==> src/hdl/fbac_pkg.sv <==
`timescale 1ns / 1ps

package fbac_pkg;

    localparam int TABLE_DEPTH_DEF = 16;
    localparam int KEY_WIDTH_DEF   = 64;

    localparam int FLOW_KEY_W = 64;
    localparam int SIZE_W     = 16;
    localparam int TIME_W     = 32;
    localparam int BYTES_W    = 40;
    localparam int TOTAL_W    = 48;
    localparam int KIND_W     = 2;

    localparam logic [KIND_W-1:0] KIND_ACK = 2'd0;
    localparam logic [KIND_W-1:0] KIND_REC = 2'd1;
    localparam logic [KIND_W-1:0] KIND_SUM = 2'd2;

    localparam logic [TOTAL_W:0] BYTES_MAX = {{(TOTAL_W - BYTES_W + 1){1'b0}}, {BYTES_W{1'b1}}};
    localparam logic [TOTAL_W:0] TOTAL_MAX = {1'b0, {TOTAL_W{1'b1}}};

    typedef enum logic
    {
        ALU_ADD_BYTES,
        ALU_ADD_TOTAL
    } alu_op_t;

    typedef struct packed
    {
        alu_op_t            op;
        logic [TOTAL_W-1:0] a;
        logic [TOTAL_W-1:0] b;
    } alu_req_t;

    typedef struct packed
    {
        logic [TOTAL_W-1:0] sum;
        logic               a_zero;
    } alu_rsp_t;

endpackage

==> src/hdl/fbac_alu.sv <==
`timescale 1ns / 1ps

module fbac_alu
(
    input  fbac_pkg::alu_req_t req,
    output fbac_pkg::alu_rsp_t rsp
);

    logic [fbac_pkg::TOTAL_W:0] full;
    logic [fbac_pkg::TOTAL_W:0] limit;

    always_comb
    begin
        full  = {1'b0, req.a} + {1'b0, req.b};
        limit = (req.op == fbac_pkg::ALU_ADD_BYTES) ? fbac_pkg::BYTES_MAX : fbac_pkg::TOTAL_MAX;
        rsp.sum    = (full > limit) ? limit[fbac_pkg::TOTAL_W-1:0]
                                    : full[fbac_pkg::TOTAL_W-1:0];
        rsp.a_zero = (req.a == '0);
    end

endmodule

==> src/hdl/fbac_table.sv <==
`timescale 1ns / 1ps

module fbac_table
#(
    parameter int DEPTH = fbac_pkg::TABLE_DEPTH_DEF,
    parameter int DW    = fbac_pkg::KEY_WIDTH_DEF + fbac_pkg::BYTES_W + fbac_pkg::TIME_W,
    parameter int IW    = $clog2(DEPTH)
)
(
    input  logic             clk,
    input  logic             rst_n,
    input  logic             we,
    input  logic [IW-1:0]    waddr,
    input  logic [DW-1:0]    wdata,
    input  logic             re,
    input  logic [IW-1:0]    raddr,
    output logic [DW-1:0]    rdata,
    input  logic             vset,
    input  logic             vclr,
    input  logic [IW-1:0]    vidx,
    output logic [DEPTH-1:0] valid
);

    logic [DW-1:0]    mem [DEPTH];
    logic [DW-1:0]    rdata_reg;
    logic [DEPTH-1:0] valid_reg;

    always_ff @(posedge clk)
    begin
        if (we)
        begin
            mem[waddr] <= wdata;
        end
        if (re)
        begin
            rdata_reg <= mem[raddr];
        end
    end

    always_ff @(posedge clk or negedge rst_n)
    begin
        if (!rst_n)
        begin
            valid_reg <= '0;
        end
        else if (vset)
        begin
            valid_reg[vidx] <= 1'b1;
        end
        else if (vclr)
        begin
            valid_reg[vidx] <= 1'b0;
        end
    end

    assign rdata = rdata_reg;
    assign valid = valid_reg;

endmodule

==> src/hdl/fbac_ctrl.sv <==
`timescale 1ns / 1ps

module fbac_ctrl
#(
    parameter int TABLE_DEPTH = fbac_pkg::TABLE_DEPTH_DEF,
    parameter int KEY_WIDTH   = fbac_pkg::KEY_WIDTH_DEF,
    parameter int DW          = KEY_WIDTH + fbac_pkg::BYTES_W + fbac_pkg::TIME_W,
    parameter int IW          = $clog2(TABLE_DEPTH),
    parameter int OCC_W       = $clog2(TABLE_DEPTH + 1)
)
(
    input  logic                              clk,
    input  logic                              rst_n,
    // input channel
    input  logic                              in_valid,
    output logic                              in_ready,
    input  logic                              func,
    input  logic [fbac_pkg::FLOW_KEY_W-1:0]   flow_key,
    input  logic [fbac_pkg::SIZE_W-1:0]       byte_count,
    input  logic [fbac_pkg::TIME_W-1:0]       now,
    // output channel
    output logic                              out_valid,
    input  logic                              out_ready,
    output logic [fbac_pkg::KIND_W-1:0]       kind,
    output logic [fbac_pkg::FLOW_KEY_W-1:0]   rec_key,
    output logic [fbac_pkg::BYTES_W-1:0]      rec_bytes,
    output logic [fbac_pkg::TIME_W-1:0]       rec_start,
    output logic [fbac_pkg::TIME_W-1:0]       rec_end,
    output logic [OCC_W-1:0]                  occupancy,
    output logic [fbac_pkg::TOTAL_W-1:0]      grand_total,
    output logic                              dropped,
    output logic                              last,
    // table
    output logic                              t_we,
    output logic [IW-1:0]                     t_waddr,
    output logic [DW-1:0]                     t_wdata,
    output logic                              t_re,
    output logic [IW-1:0]                     t_raddr,
    input  logic [DW-1:0]                     t_rdata,
    output logic                              t_vset,
    output logic                              t_vclr,
    output logic [IW-1:0]                     t_vidx,
    input  logic [TABLE_DEPTH-1:0]            t_valid,
    // shared adder
    output fbac_pkg::alu_req_t                alu_req,
    input  fbac_pkg::alu_rsp_t                alu_rsp
);

    typedef enum logic [3:0]
    {
        S_IDLE,
        S_P_RD,
        S_P_CK,
        S_P_END,
        S_P_ACK,
        S_FE_RD,
        S_FE_CK,
        S_FX_RD,
        S_FX_CK,
        S_F_SUM
    } state_t;

    localparam logic [IW-1:0] LAST_IDX = IW'(TABLE_DEPTH - 1);

    state_t                          state_reg, state_next;
    logic [IW-1:0]                   idx_reg, idx_next;
    logic [IW-1:0]                   free_idx_reg, free_idx_next;
    logic                            free_found_reg, free_found_next;
    logic                            drop_reg, drop_next;
    logic [KEY_WIDTH-1:0]            key_reg, key_next;
    logic [fbac_pkg::SIZE_W-1:0]     size_reg, size_next;
    logic [fbac_pkg::TIME_W-1:0]     now_reg, now_next;
    logic [OCC_W-1:0]                occ_reg, occ_next;
    logic [fbac_pkg::TOTAL_W-1:0]    total_reg, total_next;

    logic                            out_valid_reg, out_valid_next;
    logic [fbac_pkg::KIND_W-1:0]     kind_reg, kind_next;
    logic [fbac_pkg::FLOW_KEY_W-1:0] rec_key_reg, rec_key_next;
    logic [fbac_pkg::BYTES_W-1:0]    rec_bytes_reg, rec_bytes_next;
    logic [fbac_pkg::TIME_W-1:0]     rec_start_reg, rec_start_next;
    logic [fbac_pkg::TIME_W-1:0]     rec_end_reg, rec_end_next;
    logic [OCC_W-1:0]                occ_out_reg, occ_out_next;
    logic [fbac_pkg::TOTAL_W-1:0]    total_out_reg, total_out_next;
    logic                            drop_out_reg, drop_out_next;
    logic                            last_reg, last_next;

    logic [KEY_WIDTH-1:0]            rkey;
    logic [fbac_pkg::BYTES_W-1:0]    rbytes;
    logic [fbac_pkg::TIME_W-1:0]     rstart;
    logic                            slot_free;
    logic                            at_last;

    assign rkey   = t_rdata[DW-1 -: KEY_WIDTH];
    assign rbytes = t_rdata[fbac_pkg::BYTES_W + fbac_pkg::TIME_W - 1 -: fbac_pkg::BYTES_W];
    assign rstart = t_rdata[fbac_pkg::TIME_W-1:0];

    // output register can take a new result this cycle
    assign slot_free = !out_valid_reg || out_ready;
    assign at_last   = (idx_reg == LAST_IDX);

    always_comb
    begin
        state_next      = state_reg;
        idx_next        = idx_reg;
        free_idx_next   = free_idx_reg;
        free_found_next = free_found_reg;
        drop_next       = drop_reg;
        key_next        = key_reg;
        size_next       = size_reg;
        now_next        = now_reg;
        occ_next        = occ_reg;
        total_next      = total_reg;

        out_valid_next  = out_valid_reg && !out_ready;
        kind_next       = kind_reg;
        rec_key_next    = rec_key_reg;
        rec_bytes_next  = rec_bytes_reg;
        rec_start_next  = rec_start_reg;
        rec_end_next    = rec_end_reg;
        occ_out_next    = occ_out_reg;
        total_out_next  = total_out_reg;
        drop_out_next   = drop_out_reg;
        last_next       = last_reg;

        t_we    = 1'b0;
        t_waddr = idx_reg;
        t_wdata = {rkey, rbytes, rstart};
        t_re    = 1'b0;
        t_raddr = idx_reg;
        t_vset  = 1'b0;
        t_vclr  = 1'b0;
        t_vidx  = idx_reg;

        alu_req.op = fbac_pkg::ALU_ADD_TOTAL;
        alu_req.a  = total_reg;
        alu_req.b  = fbac_pkg::TOTAL_W'(rbytes);
        if (state_reg == S_P_CK)
        begin
            alu_req.op = fbac_pkg::ALU_ADD_BYTES;
            alu_req.a  = fbac_pkg::TOTAL_W'(rbytes);
            alu_req.b  = fbac_pkg::TOTAL_W'(size_reg);
        end
        else if (state_reg == S_FE_CK)
        begin
            alu_req.a  = fbac_pkg::TOTAL_W'(rbytes);
        end

        case (state_reg)
            S_IDLE:
            begin
                if (in_valid)
                begin
                    key_next        = flow_key[KEY_WIDTH-1:0];
                    size_next       = byte_count;
                    now_next        = now;
                    idx_next        = '0;
                    free_found_next = 1'b0;
                    drop_next       = 1'b0;
                    state_next      = func ? S_FE_RD : S_P_RD;
                end
            end

            S_P_RD:
            begin
                if (t_valid[idx_reg])
                begin
                    t_re       = 1'b1;
                    state_next = S_P_CK;
                end
                else
                begin
                    if (!free_found_reg)
                    begin
                        free_idx_next   = idx_reg;
                        free_found_next = 1'b1;
                    end
                    if (at_last)
                    begin
                        state_next = S_P_END;
                    end
                    else
                    begin
                        idx_next = idx_reg + 1'b1;
                    end
                end
            end

            S_P_CK:
            begin
                if (rkey == key_reg)
                begin
                    t_we       = 1'b1;
                    t_wdata    = {rkey, alu_rsp.sum[fbac_pkg::BYTES_W-1:0], rstart};
                    state_next = S_P_ACK;
                end
                else if (at_last)
                begin
                    state_next = S_P_END;
                end
                else
                begin
                    idx_next   = idx_reg + 1'b1;
                    state_next = S_P_RD;
                end
            end

            S_P_END:
            begin
                if (free_found_reg)
                begin
                    t_we    = 1'b1;
                    t_waddr = free_idx_reg;
                    t_wdata = {key_reg, fbac_pkg::BYTES_W'(size_reg), now_reg};
                    t_vset  = 1'b1;
                    t_vidx  = free_idx_reg;
                    occ_next = occ_reg + 1'b1;
                end
                else
                begin
                    drop_next = 1'b1;
                end
                state_next = S_P_ACK;
            end

            S_P_ACK:
            begin
                if (slot_free)
                begin
                    out_valid_next = 1'b1;
                    kind_next      = fbac_pkg::KIND_ACK;
                    rec_key_next   = '0;
                    rec_bytes_next = '0;
                    rec_start_next = '0;
                    rec_end_next   = '0;
                    occ_out_next   = occ_reg;
                    total_out_next = total_reg;
                    drop_out_next  = drop_reg;
                    last_next      = 1'b1;
                    state_next     = S_IDLE;
                end
            end

            // first pass: evict entries that counted nothing
            S_FE_RD:
            begin
                if (t_valid[idx_reg])
                begin
                    t_re       = 1'b1;
                    state_next = S_FE_CK;
                end
                else if (at_last)
                begin
                    idx_next   = '0;
                    state_next = S_FX_RD;
                end
                else
                begin
                    idx_next = idx_reg + 1'b1;
                end
            end

            S_FE_CK:
            begin
                if (alu_rsp.a_zero)
                begin
                    t_vclr   = 1'b1;
                    occ_next = occ_reg - 1'b1;
                end
                if (at_last)
                begin
                    idx_next   = '0;
                    state_next = S_FX_RD;
                end
                else
                begin
                    idx_next   = idx_reg + 1'b1;
                    state_next = S_FE_RD;
                end
            end

            // second pass: export survivors
            S_FX_RD:
            begin
                if (t_valid[idx_reg])
                begin
                    t_re       = 1'b1;
                    state_next = S_FX_CK;
                end
                else if (at_last)
                begin
                    state_next = S_F_SUM;
                end
                else
                begin
                    idx_next = idx_reg + 1'b1;
                end
            end

            S_FX_CK:
            begin
                if (slot_free)
                begin
                    total_next     = alu_rsp.sum;
                    t_we           = 1'b1;
                    t_wdata        = {rkey, {fbac_pkg::BYTES_W{1'b0}}, now_reg};
                    out_valid_next = 1'b1;
                    kind_next      = fbac_pkg::KIND_REC;
                    rec_key_next   = fbac_pkg::FLOW_KEY_W'(rkey);
                    rec_bytes_next = rbytes;
                    rec_start_next = rstart;
                    rec_end_next   = now_reg;
                    occ_out_next   = occ_reg;
                    total_out_next = alu_rsp.sum;
                    drop_out_next  = 1'b0;
                    last_next      = 1'b0;
                    if (at_last)
                    begin
                        state_next = S_F_SUM;
                    end
                    else
                    begin
                        idx_next   = idx_reg + 1'b1;
                        state_next = S_FX_RD;
                    end
                end
            end

            S_F_SUM:
            begin
                if (slot_free)
                begin
                    out_valid_next = 1'b1;
                    kind_next      = fbac_pkg::KIND_SUM;
                    rec_key_next   = '0;
                    rec_bytes_next = '0;
                    rec_start_next = '0;
                    rec_end_next   = now_reg;
                    occ_out_next   = occ_reg;
                    total_out_next = total_reg;
                    drop_out_next  = 1'b0;
                    last_next      = 1'b1;
                    state_next     = S_IDLE;
                end
            end

            default:
            begin
                state_next = S_IDLE;
            end
        endcase
    end

    always_ff @(posedge clk or negedge rst_n)
    begin
        if (!rst_n)
        begin
            state_reg      <= S_IDLE;
            idx_reg        <= '0;
            free_idx_reg   <= '0;
            free_found_reg <= 1'b0;
            drop_reg       <= 1'b0;
            key_reg        <= '0;
            size_reg       <= '0;
            now_reg        <= '0;
            occ_reg        <= '0;
            total_reg      <= '0;
            out_valid_reg  <= 1'b0;
            kind_reg       <= fbac_pkg::KIND_ACK;
            rec_key_reg    <= '0;
            rec_bytes_reg  <= '0;
            rec_start_reg  <= '0;
            rec_end_reg    <= '0;
            occ_out_reg    <= '0;
            total_out_reg  <= '0;
            drop_out_reg   <= 1'b0;
            last_reg       <= 1'b0;
        end
        else
        begin
            state_reg      <= state_next;
            idx_reg        <= idx_next;
            free_idx_reg   <= free_idx_next;
            free_found_reg <= free_found_next;
            drop_reg       <= drop_next;
            key_reg        <= key_next;
            size_reg       <= size_next;
            now_reg        <= now_next;
            occ_reg        <= occ_next;
            total_reg      <= total_next;
            out_valid_reg  <= out_valid_next;
            kind_reg       <= kind_next;
            rec_key_reg    <= rec_key_next;
            rec_bytes_reg  <= rec_bytes_next;
            rec_start_reg  <= rec_start_next;
            rec_end_reg    <= rec_end_next;
            occ_out_reg    <= occ_out_next;
            total_out_reg  <= total_out_next;
            drop_out_reg   <= drop_out_next;
            last_reg       <= last_next;
        end
    end

    assign in_ready    = (state_reg == S_IDLE);
    assign out_valid   = out_valid_reg;
    assign kind        = kind_reg;
    assign rec_key     = rec_key_reg;
    assign rec_bytes   = rec_bytes_reg;
    assign rec_start   = rec_start_reg;
    assign rec_end     = rec_end_reg;
    assign occupancy   = occ_out_reg;
    assign grand_total = total_out_reg;
    assign dropped     = drop_out_reg;
    assign last        = last_reg;

endmodule

==> src/hdl/flow_byte_accounting_cache_top.sv <==
`timescale 1ns / 1ps

// Flow byte accounting cache: a fully associative table of TABLE_DEPTH flows
// (key, saturating 40-bit byte count, interval start), walked one entry at a
// time by a small sequencer around a table memory with separate write and
// read ports and registered read, and one shared saturating adder. A packet
// (func 0) scans entries in index order, reading and comparing each occupied
// entry up to the hit, which updates that entry; on a miss it is written to
// the first free entry, or dropped if none is free; then it is acknowledged.
// A flush (func 1) makes two passes, first evicting zero-count entries, then
// exporting one record per survivor, and closes with a summary; each record
// and the summary wait while the output register is full. in_ready is high
// only between items, rising as the last result is registered; results sit
// in an output register, so the next item is taken while the last result
// still waits. The table is empty after reset.

module flow_byte_accounting_cache_top
#(
    parameter int TABLE_DEPTH = fbac_pkg::TABLE_DEPTH_DEF,
    parameter int KEY_WIDTH   = fbac_pkg::KEY_WIDTH_DEF,
    parameter int OCC_W       = $clog2(TABLE_DEPTH + 1)
)
(
    input  logic                            clk,
    input  logic                            rst_n,
    input  logic                            in_valid,
    output logic                            in_ready,
    input  logic                            func,
    input  logic [fbac_pkg::FLOW_KEY_W-1:0] flow_key,
    input  logic [fbac_pkg::SIZE_W-1:0]     byte_count,
    input  logic [fbac_pkg::TIME_W-1:0]     now,
    output logic                            out_valid,
    input  logic                            out_ready,
    output logic [fbac_pkg::KIND_W-1:0]     kind,
    output logic [fbac_pkg::FLOW_KEY_W-1:0] rec_key,
    output logic [fbac_pkg::BYTES_W-1:0]    rec_bytes,
    output logic [fbac_pkg::TIME_W-1:0]     rec_start,
    output logic [fbac_pkg::TIME_W-1:0]     rec_end,
    output logic [OCC_W-1:0]                occupancy,
    output logic [fbac_pkg::TOTAL_W-1:0]    grand_total,
    output logic                            dropped,
    output logic                            last
);

    localparam int DW = KEY_WIDTH + fbac_pkg::BYTES_W + fbac_pkg::TIME_W;
    localparam int IW = $clog2(TABLE_DEPTH);

    logic                   t_we;
    logic [IW-1:0]          t_waddr;
    logic [DW-1:0]          t_wdata;
    logic                   t_re;
    logic [IW-1:0]          t_raddr;
    logic [DW-1:0]          t_rdata;
    logic                   t_vset;
    logic                   t_vclr;
    logic [IW-1:0]          t_vidx;
    logic [TABLE_DEPTH-1:0] t_valid;
    fbac_pkg::alu_req_t     alu_req;
    fbac_pkg::alu_rsp_t     alu_rsp;

    fbac_table
    #(
        .DEPTH (TABLE_DEPTH),
        .DW    (DW),
        .IW    (IW)
    )
    u_table
    (
        .clk   (clk),
        .rst_n (rst_n),
        .we    (t_we),
        .waddr (t_waddr),
        .wdata (t_wdata),
        .re    (t_re),
        .raddr (t_raddr),
        .rdata (t_rdata),
        .vset  (t_vset),
        .vclr  (t_vclr),
        .vidx  (t_vidx),
        .valid (t_valid)
    );

    fbac_alu u_alu
    (
        .req (alu_req),
        .rsp (alu_rsp)
    );

    fbac_ctrl
    #(
        .TABLE_DEPTH (TABLE_DEPTH),
        .KEY_WIDTH   (KEY_WIDTH),
        .DW          (DW),
        .IW          (IW),
        .OCC_W       (OCC_W)
    )
    u_ctrl
    (
        .clk         (clk),
        .rst_n       (rst_n),
        .in_valid    (in_valid),
        .in_ready    (in_ready),
        .func        (func),
        .flow_key    (flow_key),
        .byte_count  (byte_count),
        .now         (now),
        .out_valid   (out_valid),
        .out_ready   (out_ready),
        .kind        (kind),
        .rec_key     (rec_key),
        .rec_bytes   (rec_bytes),
        .rec_start   (rec_start),
        .rec_end     (rec_end),
        .occupancy   (occupancy),
        .grand_total (grand_total),
        .dropped     (dropped),
        .last        (last),
        .t_we        (t_we),
        .t_waddr     (t_waddr),
        .t_wdata     (t_wdata),
        .t_re        (t_re),
        .t_raddr     (t_raddr),
        .t_rdata     (t_rdata),
        .t_vset      (t_vset),
        .t_vclr      (t_vclr),
        .t_vidx      (t_vidx),
        .t_valid     (t_valid),
        .alu_req     (alu_req),
        .alu_rsp     (alu_rsp)
    );

endmodule
==> config.mk <==
export PLATFORM = sky130hd
export DESIGN_NAME = flow_byte_accounting_cache_top
export DESIGN_NICKNAME = d
export VERILOG_FILES = /design/src/hdl/fbac_pkg.sv /design/src/hdl/fbac_alu.sv /design/src/hdl/fbac_table.sv /design/src/hdl/fbac_ctrl.sv /design/src/hdl/flow_byte_accounting_cache_top.sv
export SDC_FILE = /design/constraint.sdc
export NUM_CORES = 2
export LEC_CHECK = 0
export BUFFER_PORTS_ARGS = -buffer_cell sky130_fd_sc_hd__buf_2
export CORE_UTILIZATION = 45
export CTS_CLUSTER_SIZE = 20
export DETAILED_ROUTE_END_ITERATION = 12
export HOLD_SLACK_MARGIN = 0.06
export SLEW_MARGIN = 20
export SYNTH_ARGS = -nofsm -noshare
export SYNTH_HDL_FRONTEND = slang
export SYNTH_SLANG_ARGS = --single-unit
export TNS_END_PERCENT = 50
==> constraint.sdc <==
create_clock -name clk -period 17.9 [get_ports clk]
set_clock_uncertainty 0.15 [all_clocks]
set_input_delay 3.58 -clock clk [delete_from_list [all_inputs] [get_ports clk]]
set_output_delay 3.58 -clock clk [all_outputs]
set_load 0.01 [all_outputs]
**After elaboration in Yosys (flattened, before gate mapping)**

Memory sizes are Yosys's and may differ from the RTL's. A register that Yosys moved wholly into a read port is not among the register bits.
Index checks and enable logic that the tools add are counted.

- Register bits after elaboration: 421
- Memory bits (writable): 2176
- Output and inout port bits: 227
- Memories: 1

- Add/subtract/negate cells: 4
- Magnitude comparators: 4
- Equal/unequal tests: 27
- Muxes and demuxes: 84
- Bitwise gates (word level): 4
- Reductions and logical operators: 32

Memories:

| memory | depth | width | read ports | clocked after Yosys merged registers in | write ports | RTL line | RTL |
|---|---|---|---|---|---|---|---|
| u_table.mem | 16 | 136 | 1 | 1 | 1 | fbac_table.sv:24 | `logic [DW-1:0] mem [DEPTH];` |

Operators by type and width:

| operator | number |
|---|---|
| $pmux W136 S3 | 1 |
| $mux W48 | 6 |
| $mux W72 | 2 |
| $mux W136 | 1 |
| $mux W64 | 2 |
| $pmux W32 S2 | 2 |
| $pmux W64 S2 | 1 |
| $mux W40 | 3 |
| $mux W32 | 3 |
| $pmux W48 S2 | 1 |
| $mux W4 | 20 |
| $pmux W40 S2 | 1 |
| $eq A64 B64 Y1 | 1 |
| $add A48 B48 Y49 | 1 |
| $gt A49 B49 Y1 | 1 |
| $logic_not A48 Y1 | 1 |
| $pmux W4 S9 | 1 |
| $mux W16 | 2 |
| $pmux W4 S6 | 1 |
| $mux W1 | 20 |
| $and A16 B16 Y16 | 1 |
| $eq A4 B3 Y1 const B | 4 |
| $not A16 Y16 | 1 |
| $or A16 B16 Y16 | 1 |
| 34 further kinds | 77 |

**Depth between registers and ports, before layout**

- Depth in word-level cells: 10
- Depth in mapped cells: 30

**By module**

From an unflattened synthesis, not the netlist that was laid out.

- Cell total of the unflattened synthesis: 5671
- Area, all modules: 109379.9 um^2

By module, submodules not included:

| module | instances | cells each | area an instance (um^2) |
|---|---|---|---|
| fbac_table | 1 | 3346 | 86540.5 |
| fbac_ctrl | 1 | 1767 | 19110.8 |
| fbac_alu | 1 | 558 | 3728.6 |

**Worst setup path after synthesis**

No wires, ideal clock.

- Path type: input to register
- Start: input port out_ready
- End: memory u_table.mem[8][0] (netlist bit) (enable)
- Data arrival time: 10.424 ns
- Data required time: 17.117 ns
- Slack: 6.692 ns
- Stages: 8
- Path buffers: 3
- Path through: nand2b_1 -> nand3_1 -> o31a_1 -> a211o_1 -> clkbuf_1 -> clkbuf_1 -> buf_1 -> nor2_1

- Cells in the longest elaborated chain, start to end: 5

RTL lines:

| element | RTL line | RTL |
|---|---|---|
| start: declaration | flow_byte_accounting_cache_top.sv:33 | `input logic out_ready,` |
| $logic_or A1 B1 Y1 | fbac_ctrl.sv:98 | `assign slot_free = !out_valid_reg \|\| out_ready;` |
| $mux W1 | fbac_ctrl.sv:301 | `if (slot_free)` |
| $pmux W1 S3 | fbac_ctrl.sv:148 | `case (state_reg)` |
| $mux W1 | fbac_table.sv:30 | `if (we)` |
| $mux W1 (not written as such) | fbac_table.sv:32 | `mem[waddr] <= wdata;` |
| end: declaration | fbac_table.sv:24 |  |

No other way between the ends.

**Worst setup path after layout**

- Start: register u_ctrl.state_reg[0]
- End: memory u_table.mem[9][36] (netlist bit), data pin

- Cells in the longest elaborated chain, start to end: 8
- Elaborated cells on any way between the ends: 13
- Those cells by class: 1 x add/sub; 1 x order compare; 4 x eq/ne; 7 x mux

RTL lines:

| element | RTL line | RTL |
|---|---|---|
| start: declaration | fbac_ctrl.sv:65 | `state_t state_reg, state_next;` |
| start signal: assignment | fbac_ctrl.sv:380 | `state_reg <= state_next;` |
| $eq A4 B3 Y1 | fbac_ctrl.sv:143 | `else if (state_reg == S_FE_CK)` |
| $mux W48 | fbac_ctrl.sv:143 |  |
| $mux W48 | fbac_ctrl.sv:137 | `if (state_reg == S_P_CK)` |
| $add A48 B48 Y49 | fbac_alu.sv:14 | `full = {1'b0, req.a} + {1'b0, req.b};` |
| $gt A49 B49 Y1 | fbac_alu.sv:16 | `rsp.sum = (full > limit) ? limit[fbac_pkg::TOTAL_W-1:0]` |
| $mux W48 | fbac_alu.sv:16 |  |
| $mux W72 | fbac_ctrl.sv:190 | `if (rkey == key_reg)` |
| $pmux W136 S3 * | fbac_ctrl.sv:148 |  |
| via t_wdata[36] | flow_byte_accounting_cache_top.sv:50 | `logic [DW-1:0] t_wdata;` |

Mark *: on every way through the listed nets, which the timed path passes. The rest lies on a longest branch.

==> reports/summary.txt <==
total length of routed wires: 308000 um
Port Buf Inserts: 343
Num CTS Buffers: 303
design area: 0.125 mm2
period utilization: 0.558
fillers: 19700
CP Capture Type: flip-flop
floorplan row count: 181
status: finished clean
Core Area: 0.243 mm2
worst vdd ir: 0.122 mV
Iteration-0 DRC Markers: 7101
post-DR vias/cell: 6.07
placed insts: 10000
Post-Syn Area: 0.110 mm2
Synth Area per Inst: 16.4 um2
Layout Cells excl Fill: 10500
Final Wtd Congestion: 0.933
Fmax achieved: 100 MHz
CP arrival: 10340 ps
Initial Util: 0.453
drt drc: 0
Hold Buf Count CTS: 0
kind of critical path: reg2reg
CTS tree: done
Post-synth top flop: edfxtp_1
max reg flops: 2176
Total GRT Usage: 0.246
#FFs+latches synth: 2733
Pins Over Slew Limit: 0
ranking of synthesized cells by area: edfxtp_1 (63%), dfrtp_1 (9.5%), mux4_2 (5.7%), mux2i_1 (3.8%), mux2_2 (2.9%)
RSZ-0062 raised after global routing: false
Gate Count Post-Synth: 6735
max_cap viols: 0
Layout Nets: 7276
Chip Width: 497 um
Resized Gates After CTS: 0
initial antenna violation count: 7
Placed Area: 0.116 mm2
detailed placement HPWL: 168000 um
Routed Antenna Nets: 0
final setup vio count: 0
Critical Path RT: 18250 ps
post-DR wirelength/cell: 29.3 um
largest net degree at the start of global routing: 154
maximum root-to-sink buffer count: 4
clock latency on the worst-skew pair: 950 ps
GRT overflow: 0
clk root buf: clkbuf_16
worst hold-check path type: reg2reg
htree depth: 5
max_slew headroom: 0.203
Seq/Total Area, Yosys: 0.725
Synth area leader: edfxtp_1
syn nets: 6902
router iterations before antenna repair: 6
CP Max Fanout: 50
first-pass GRT wire length: 446000 um
pwr dens: 191 mW/mm2
Post-synth EDFFs: 2312
Die Height: 497 um
clock period minus worst slack: 9990 ps
Ports: 344
Pleak: 43.6 nW
warnings from Yosys: 0
Reg clk slew, reported paths: 60 ps
share of cells above drive strength 1: 0.207
Yosys cell types: 87
Sum Neg Setup Slack: 0 ps
Worst Setup Start Kind: flip-flop
Synth top area share: 0.629
Worst-Margin Slew: 1190 ps
Hold Vio Cnt, Final: 0
clk sinks: 2733
vias in the first global route: 63000
async set or reset register ratio after synthesis: 0.154
Die Footprint: 0.247 mm2
via count: 63900
P&R area growth vs syn: 13.5%
Setup Buffers After CTS: 0
synthesized netlist by cell type (all sizes together), types with 8 or more instances:
library cell,instances
edfxtp,2312
nand2,704
o21ai,439
dfrtp,421
mux2i,416
clkbuf,304
mux2,283
mux4,277
a21oi,228
a22o,170
a22oi,162
nor2,158
a221oi,150
buf,100
xnor2,98
ha,48
nor3,46
a31oi,40
nand4,39
and2,37
nand3,32
inv,24
o22ai,23
nor4,19
xor2,16
nand2b,13
a211oi,12
o211ai,12
o21a,12
a21o,11
o31ai,11
nand3b,9
a211o,8
and3,8
or3,8
routing by layer:
layer  track usage  share of wire
met3        0.0400          0.073
met5             0       0.000042
met1         0.358           0.44
met2         0.387           0.47
met4        0.0588          0.021
worst paths after layout:
check                      cells past startpoint  slack [ps]                            start                          endpoint
setup / recovery                              24        7910  u_ctrl.state_reg[0]$_DFFE_PN0P_      u_table.mem[9][36]$_DFFE_PP_
hold / removal                                 1         330    u_ctrl.occ_reg[4]$_DFFE_PN0P_     u_ctrl.occ_reg[4]$_DFFE_PN0P_
setup reg to reg                              24        7910  u_ctrl.state_reg[0]$_DFFE_PN0P_      u_table.mem[9][36]$_DFFE_PP_
hold reg to reg                                1         330    u_ctrl.occ_reg[4]$_DFFE_PN0P_     u_ctrl.occ_reg[4]$_DFFE_PN0P_
max in group asynchronous                      3       12850                            rst_n  u_ctrl.rec_start[11]$_DFFE_PN0P_
min in group asynchronous                      1        2490                            rst_n  u_ctrl.rec_bytes[27]$_DFFE_PN0P_
cells by family after synthesis:
family | Yosys count | synth area share
multiplexers | 976 | 0.123
flip-flops | 2733 | 0.725
AND/OR/NAND/NOR | 1106 | 0.0429
adder cells (fa/ha/maj) | 50 | 0.00580
XOR/XNOR | 114 | 0.00905
buffers and inverters | 430 | 0.0151
AO/OA/AOI/OAI | 1326 | 0.0795
layout make-up:
type                       count  area (um2)  area share
tap                         3202        4010      0.0320
antenna                        2        5.00   0.0000399
inverter                      26        97.6    0.000779
clock inverter               126         988     0.00789
multi-input combinational   3572       29100       0.232
clock buffer                 396        8290      0.0662
timing repair buffer         473        2870      0.0229
sequential                  2733       80000       0.638
cell usage in the layout, fill, tap and decap left out, drive strengths merged, types with 40 or more instances in the layout:
cell type and count:
a22o 170, mux4 277, a221oi 150, a22oi 162, nor2 158, xnor2 98, nor3 46, edfxtp 2312
o21ai 439, clkbuf 397, mux2 283, clkinv 101, ha 48, a31oi 40, buf 472, dfrtp 421
mux2i 416, nand2 704, a21oi 228
per-stage QoR:
stage | power, mW | utilization | hold WS (ps) | setup slack [ps]
6_report | 23.9 | 0.515 | 327 | 7910
5_1_grt | 24.9 | 0.515 | 349 | 7340
4_1_cts | 23.8 | 0.514 | 326 | 8000
3_5_place_dp | 17.9 | 0.476 | 318 | 8090
3_3_place_gp | 17.8 | 0.476 | 302 | 8170
2_1_floorplan | 14.9 | - | 295 | 6690
critical path, stage by stage (launching register included):
cell and delay [ps]:
dfrtp_1 750, nand2b_1 270, or3_1 130, buf_4 430
clkinv_1 910, nand2_1 270, nand2_1 80, ha_1 440
nor3_1 90, o31ai_1 360, nand3_1 200, a2111oi_4 510
o311ai_0 320, a211o_1 380, o31a_1 290, o21ai_0 370
inv_1 110, ha_1 300, o221ai_1 120, nor4b_1 280
and4b_1 240, nand4_1 550, o21ai_4 760, buf_4 660
a21oi_1 490
power breakdown:
| part | switching, mW | internal [mW] | leakage [nW] |
|---|---|---|---|
| combinational | 5.54 | 2.72 | 12.9 |
| sequential | 0.816 | 8.90 | 26.1 |
| clock | 2.45 | 3.45 | 4.56 |
Power figures use the tool's default switching activity.
